$ cat src/rtl/core/cer_pkg.sv
// Shared types, constants and codes for the coalescing pointer-event ring.
package cer_pkg;

    // Ring geometry
    localparam int RING_DEPTH = 64;
    localparam int PTR_W      = (RING_DEPTH > 1) ? $clog2(RING_DEPTH) : 1;

    // Request codes
    localparam logic REQ_PUSH = 1'b0;
    localparam logic REQ_POP  = 1'b1;

    // Event kind codes
    localparam logic [1:0] KIND_MOTION = 2'd0;
    localparam logic [1:0] KIND_BUTTON = 2'd1;
    localparam logic [1:0] KIND_WHEEL  = 2'd2;
    localparam logic [1:0] KIND_NONE   = 2'd3;

    // Input beat
    typedef struct packed {
        logic               req_type;
        logic [1:0]         event_kind;
        logic signed [15:0] move_x;
        logic signed [15:0] move_y;
        logic [7:0]         button_id;
        logic               pressed;
        logic signed [15:0] scroll_x;
        logic signed [15:0] scroll_y;
    } t_req_item;

    // Result beat
    typedef struct packed {
        logic               got;
        logic [1:0]         out_kind;
        logic signed [15:0] out_move_x;
        logic signed [15:0] out_move_y;
        logic [7:0]         out_button_id;
        logic               out_pressed;
        logic signed [15:0] out_scroll_x;
        logic signed [15:0] out_scroll_y;
    } t_result_item;

    // One ring slot: kind plus packed payload
    typedef struct packed {
        logic [1:0]  kind;
        logic [31:0] payload;
    } t_slot;

    // Controller to datapath commands
    typedef struct packed {
        logic push;
        logic pop;
        logic emit;
    } t_cer_cmd;

    // Controller states
    typedef enum logic {
        ST_IDLE,
        ST_EMIT
    } t_cer_state;

endpackage

$ cat src/rtl/core/cer_ctrl.sv
// Controller state machine: accepts requests and sequences pop responses.
module cer_ctrl (
    input  logic              i_clk,
    input  logic              i_rst_n,
    input  logic              i_start,
    input  logic              i_req_type,
    output logic              o_busy,
    output cer_pkg::t_cer_cmd o_cmd
);
    import cer_pkg::*;

    t_cer_state r_state;
    t_cer_state n_state;

    // State register
    always_ff @(posedge i_clk) begin
        if (!i_rst_n) begin
            r_state <= ST_IDLE;
        end else begin
            r_state <= n_state;
        end
    end

    // Next state: a pop moves to ST_EMIT to present its result, then back to ST_IDLE
    always_comb begin
        n_state = r_state;
        case (r_state)
            ST_IDLE: begin
                if (i_start && (i_req_type == REQ_POP)) begin
                    n_state = ST_EMIT;
                end
            end
            ST_EMIT: begin
                n_state = ST_IDLE;
            end
            default: begin
                n_state = ST_IDLE;
            end
        endcase
    end

    // Outputs: issue commands to the datapath
    always_comb begin
        o_busy   = 1'b0;
        o_cmd    = '0;
        case (r_state)
            ST_IDLE: begin
                o_cmd.push = i_start && (i_req_type == REQ_PUSH);
                o_cmd.pop  = i_start && (i_req_type == REQ_POP);
            end
            ST_EMIT: begin
                o_busy     = 1'b1;
                o_cmd.emit = 1'b1;
            end
            default: begin
                o_busy = 1'b1;
            end
        endcase
    end

endmodule

$ cat src/rtl/core/cer_dpath.sv
// Datapath: slot memory, ring pointers, newest-entry copy and motion merge.
module cer_dpath (
    input  logic                  i_clk,
    input  logic                  i_rst_n,
    input  cer_pkg::t_cer_cmd     i_cmd,
    input  cer_pkg::t_req_item    i_req,
    output cer_pkg::t_result_item o_result
);
    import cer_pkg::*;

    localparam logic [PTR_W-1:0] PTR_LAST = PTR_W'(RING_DEPTH - 1);
    localparam logic [PTR_W-1:0] PTR_ONE  = PTR_W'(1);

    t_slot mem [RING_DEPTH];

    logic [PTR_W-1:0] r_wr_ptr;
    logic [PTR_W-1:0] n_wr_ptr;
    logic [PTR_W-1:0] r_rd_ptr;
    logic [PTR_W-1:0] n_rd_ptr;
    logic [1:0]       r_last_kind;
    logic [31:0]      r_last_payload;
    logic             r_got;
    t_slot            r_rd_slot;

    logic             empty;
    logic [PTR_W-1:0] wr_next;
    logic [PTR_W-1:0] wr_prev;
    logic [PTR_W-1:0] rd_next;
    logic             merge;
    logic             store;
    logic [15:0]      sum_x;
    logic [15:0]      sum_y;
    logic [31:0]      new_payload;
    logic             wr_en;
    logic [PTR_W-1:0] wr_addr;
    t_slot            wr_slot;

    // Saturating 16-bit signed add
    function automatic logic [15:0] sat_add16(input logic [15:0] a, input logic [15:0] b);
        logic signed [16:0] s;
        s = $signed({a[15], a}) + $signed({b[15], b});
        if (s > 17'sd32767) begin
            return 16'h7FFF;
        end else if (s < -17'sd32768) begin
            return 16'h8000;
        end else begin
            return s[15:0];
        end
    endfunction

    // Pointer arithmetic
    assign empty   = (r_rd_ptr == r_wr_ptr);
    assign wr_next = (r_wr_ptr == PTR_LAST) ? '0 : r_wr_ptr + PTR_ONE;
    assign wr_prev = (r_wr_ptr == '0) ? PTR_LAST : r_wr_ptr - PTR_ONE;
    assign rd_next = (r_rd_ptr == PTR_LAST) ? '0 : r_rd_ptr + PTR_ONE;

    // Merge motion into the newest entry when it is motion, otherwise take a new slot (KIND_NONE stores nothing)
    assign merge = i_cmd.push && (i_req.event_kind == KIND_MOTION) && !empty
                   && (r_last_kind == KIND_MOTION);
    assign store = i_cmd.push && (i_req.event_kind != KIND_NONE) && !merge;

    assign sum_x = sat_add16(r_last_payload[15:0], i_req.move_x);
    assign sum_y = sat_add16(r_last_payload[31:16], i_req.move_y);

    // Pack the payload of a fresh entry
    always_comb begin
        case (i_req.event_kind)
            KIND_MOTION: new_payload = {i_req.move_y, i_req.move_x};
            KIND_BUTTON: new_payload = {23'd0, i_req.pressed, i_req.button_id};
            default:     new_payload = {i_req.scroll_y, i_req.scroll_x};
        endcase
    end

    // Single write port: merged entry or new slot
    assign wr_en        = merge || store;
    assign wr_addr      = merge ? wr_prev : r_wr_ptr;
    assign wr_slot.kind = merge ? KIND_MOTION : i_req.event_kind;
    assign wr_slot.payload = merge ? {sum_y, sum_x} : new_payload;

    // Pointer next values: drop oldest when full, advance on pop
    always_comb begin
        n_wr_ptr = r_wr_ptr;
        n_rd_ptr = r_rd_ptr;
        if (store) begin
            n_wr_ptr = wr_next;
            if (wr_next == r_rd_ptr) begin
                n_rd_ptr = rd_next;
            end
        end else if (i_cmd.pop && !empty) begin
            n_rd_ptr = rd_next;
        end
    end

    always_ff @(posedge i_clk) begin
        if (!i_rst_n) begin
            r_wr_ptr <= '0;
            r_rd_ptr <= '0;
            r_got    <= 1'b0;
        end else begin
            r_wr_ptr <= n_wr_ptr;
            r_rd_ptr <= n_rd_ptr;
            if (i_cmd.pop) begin
                r_got <= !empty;
            end
        end
    end

    // Slot memory write and registered read
    always_ff @(posedge i_clk) begin
        if (wr_en) begin
            mem[wr_addr] <= wr_slot;
        end
        if (i_cmd.pop) begin
            r_rd_slot <= mem[r_rd_ptr];
        end
    end

    // Keep a copy of the newest entry for merging
    always_ff @(posedge i_clk) begin
        if (!i_rst_n) begin
            r_last_kind <= KIND_NONE;
        end else if (wr_en) begin
            r_last_kind <= wr_slot.kind;
        end
    end

    always_ff @(posedge i_clk) begin
        if (wr_en) begin
            r_last_payload <= wr_slot.payload;
        end
    end

    // Unpack the popped beat, zeroing fields of other kinds
    always_comb begin
        o_result = '0;
        if (i_cmd.emit && r_got) begin
            o_result.got      = 1'b1;
            o_result.out_kind = r_rd_slot.kind;
            case (r_rd_slot.kind)
                KIND_MOTION: begin
                    o_result.out_move_x = r_rd_slot.payload[15:0];
                    o_result.out_move_y = r_rd_slot.payload[31:16];
                end
                KIND_BUTTON: begin
                    o_result.out_button_id = r_rd_slot.payload[7:0];
                    o_result.out_pressed   = r_rd_slot.payload[8];
                end
                default: begin
                    o_result.out_scroll_x = r_rd_slot.payload[15:0];
                    o_result.out_scroll_y = r_rd_slot.payload[31:16];
                end
            endcase
        end
    end

endmodule

$ cat src/rtl/core/coalescing_event_ring.sv
// Pushes do not raise busy: a new request may follow in the next cycle.
// Pops: the slot memory read is registered, so the result
// strobe o_result_valid rises the cycle after the pop is accepted, busy high then.
// The receiver cannot stall; each result stands for exactly one cycle.
// Synchronous active-low reset empties the ring (both pointers to zero);
// slot contents are not cleared.
module coalescing_event_ring (
    input  logic                  i_clk,
    input  logic                  i_rst_n,
    input  logic                  start,
    output logic                  busy,
    input  cer_pkg::t_req_item    i_req,
    output logic                  o_result_valid,
    output cer_pkg::t_result_item o_result
);
    import cer_pkg::*;

    t_cer_cmd cmd;

    // Sequence requests
    cer_ctrl u_ctrl (
        .i_clk      (i_clk),
        .i_rst_n    (i_rst_n),
        .i_start    (start),
        .i_req_type (i_req.req_type),
        .o_busy     (busy),
        .o_cmd      (cmd)
    );

    // Ring storage and merge logic
    cer_dpath u_dpath (
        .i_clk    (i_clk),
        .i_rst_n  (i_rst_n),
        .i_cmd    (cmd),
        .i_req    (i_req),
        .o_result (o_result)
    );

    assign o_result_valid = cmd.emit;

endmodule
$ cat config.mk
export PLATFORM = sky130hd
export DESIGN_NAME = coalescing_event_ring
export DESIGN_NICKNAME = d
export VERILOG_FILES = /design/src/rtl/core/cer_pkg.sv /design/src/rtl/core/cer_ctrl.sv /design/src/rtl/core/cer_dpath.sv /design/src/rtl/core/coalescing_event_ring.sv
export SDC_FILE = /design/constraint.sdc
export NUM_CORES = 2
export LEC_CHECK = 0
export ABC_AREA = 1
export BUFFER_PORTS_ARGS = -buffer_cell sky130_fd_sc_hd__buf_2
export CORE_MARGIN = 2
export CORE_UTILIZATION = 45
export DETAILED_ROUTE_END_ITERATION = 10
export GPL_ROUTABILITY_DRIVEN = 0
export PLACE_DENSITY = 0.67
export SLEW_MARGIN = 20
export SYNTH_ARGS = -nofsm -noshare
export SYNTH_HDL_FRONTEND = slang
export SYNTH_SLANG_ARGS = --single-unit
$ cat constraint.sdc
create_clock -name i_clk -period 6.9 [get_ports i_clk]
set_input_delay 2.07 -clock i_clk [delete_from_list [all_inputs] [get_ports i_clk]]
set_output_delay 2.07 -clock i_clk [all_outputs]
set_load 0.02 [all_outputs]
==> metrics <==
status finished, final reports clean; CP Capture Type primary output; HPWL Detailed 145000 um; Chip Width 454 um; VDD IR max 367 uV; number of cells on the worst hold path 2; Reg2Reg Launch Point u_dpath.r_rd_ptr[2]; DRT Pass-1 Iters 6; Slew Limit Fails 0; Pleak 34.0 nW; synthesized area 91000 um^2; share of cells above drive strength 1 10.3%; clk root buf clkbuf_16; FMAX 200 MHz; # port buffers 156; share of the synthesized area in the top cell type 73.9%; syn_area_per_cell 12.7 um^2; drt initial violations 8620; wl on met1 103000 um; Die Ht 454 um; # fillers 16687; area grow syn2layout 12.5%; WP data arrival 2.93 ns; Initial Util 45.1%; initial antenna violation count 7; Hold WC Path Type flip-flop to flip-flop; R2R setup slack 2.29 ns; fin nets 7367; post-CTS setup buffers 0; maxcap violations 0; DRC Markers 0; final wirelength 255000 um; Commonest cells post-synth 2242 x edfxtp_1, 1323 x nor2_1, 1116 x o21ai_0; Worst slew margin 26.6%; Yosys warning count 0; Top Metal Used met5; row cnt 165; post-synth top area cell edfxtp_1; startpoint types flip-flop; period utilisation layout 72.5%; io pins 157; critical path, cell by cell inv_1, nand2_1, nor3_1, buf_2; DR vias 60751; Die Area 206000 um^2; RSZ-0062 raised after global routing no; Avg Vias per Cell 6.01; pwr/cell area 282 nW/um^2; crit path kind flip-flop to primary output; largest net degree at the start of global routing 199; Final setup viols 0; hold endpoint u_dpath.r_last_kind[1]; Synth area leaders edfxtp_1 74%, o21ai_0 6.1%, nor2_1 5.5%; Synth Flop Type edfxtp_1; hold_buf cts 0; crit-path max FO 32; register area share after synthesis 74.3%; Avg WL per Cell 25.2 um; Post-synth ARST share 0%; Worst-path clk slew 0.06 ns; Req. time, crit path 4.83 ns; Fin Clk Skew 0.0252 ns; Yosys cell types 41; first-pass GRT wire length 373000 um; Fin Hold WS 0.469 ns; # resized after CTS 0; Antenna Nets Post-Route 0; syn nets 7310; CP bufs+invs 2; Num CTS Buffers 217; met3 WL 27800 um; Synth Instances 7194; Max stage delay cell, worst path nand2_1; Least-Margin Pin Slew 1.10 ns; Fin Setup TNS 0 ns; met2 wire length 113000 um; Period minus WS final 5.00 ns; Sink Count 2258; CP max stage delay 0.63 ns; r2r endpoint u_dpath.mem[11][0]; clock insertion delay at the later pin of the skew report 0.85 ns; Hold Fails Final Rpt 0; H-tree levels 4; synthesized flop and latch total 2258; EDFF count, synth 2242; GRT Util Overall 24.2%; worst-case reg-to-reg path depth 13; delay-heaviest family, CP simple AND/OR/NAND/NOR gates; Placeable Area 202000 um^2; CTS tree done; number of global-route vias before repair 56746; grt ovf 0; most numerous cell in the Yosys netlist edfxtp_1; Clock Path Buffers 3; Hold Path Origin u_dpath.r_last_kind[1]
## routing by layer
metal,vias to the layer above,track usage (%)
met2,3471,35.9
li1,26686,-
met3,423,4.18
met4,4,10.3
met1,30167,35.3
met5,-,0
## report_power, final
part	internal [mW]	total [mW]	switching, mW
Sequential	15.3	15.3	0.0336
Combinational	0.497	2.23	1.73
Clock	6.31	11.4	5.08
## worst max-delay path by stage
stage	cells after the start	endpoint	startpoint	slack [ns]
detailed placement	13	u_dpath.mem[39][7]	i_req[73]	1.18
global route	4	o_result[46]	u_dpath.r_rd_slot[33]	1.71
floorplan	7	u_dpath.mem[0][15]	i_req[74]	0.80
finish	4	o_result[46]	u_dpath.r_rd_slot[33]	1.90
CTS	4	o_result[46]	u_dpath.r_rd_slot[33]	1.89
global placement	12	u_dpath.mem[36][32]	i_req[73]	1.12
## kinds of logic after synthesis
family          synth area share (%)
compound gates                  11.6
xor+xnor                       0.269
fa+ha+maj                      0.525
buf+inv                         2.68
flops                           74.3
simple gates                    10.7
## metrics by stage
step           instances  cell area (um^2)  util [%]  setup slack (ns)  total power, mW
2_1_floorplan       7194             91000         -             0.799             16.8
3_3_place_gp        9685             95300      47.2              1.12             17.7
3_5_place_dp        9694             95500      47.3              1.18             17.8
4_1_cts            10090            102000      50.7              1.89             29.0
5_1_grt            10101            102000      50.8              1.71             29.7
6_report           10103            102000      50.8              1.90             28.9
## state kept, by name (all words and copies together) (netlist names)
| signal | cells |
|---|---|
| u_dpath.mem | 2176 |
| u_dpath.r_rd_slot | 34 |
| u_dpath.r_last_payload | 32 |
| u_dpath.r_rd_ptr | 6 |
| u_dpath.r_wr_ptr | 6 |
| u_dpath.r_last_kind | 2 |
| u_ctrl.r_state | 1 |
| u_dpath.r_got | 1 |
## cell type report
type	count	area [um^2]	area share, %
diodes	3	7.51	0.00733
clock buffers	264	5700	5.56
clock inverters	132	1060	1.03
inverters	137	542	0.529
multi-input cells	4308	21600	21.0
flip-flops and latches	2258	67700	66.0
well taps	2672	3340	3.26
repair buffers	329	2610	2.55
## worst min-delay path: cells and delay by family, from the launching register on
kind            cells  cell delay (ns)
compound gates      2             0.12
flops               1             0.32
## cell usage in the layout, fill, tap and decap left out, types with 41 or more instances in the layout
cell,synthesis,final
nor3_1,54,53
a21oi_1,107,107
inv_1,124,121
o221ai_1,135,135
o22ai_1,301,301
o21ai_0,1116,1114
clkbuf_1,400,41
o211ai_1,138,138
nor2_1,1323,1257
clkbuf_16,0,220
nand3_1,318,318
buf_4,3,134
clkinv_1,2,57
buf_2,54,155
nor2_4,1,66
edfxtp_1,2242,2242
nand2_1,658,628
No activity file was read; power rests on OpenSTA's default activity.
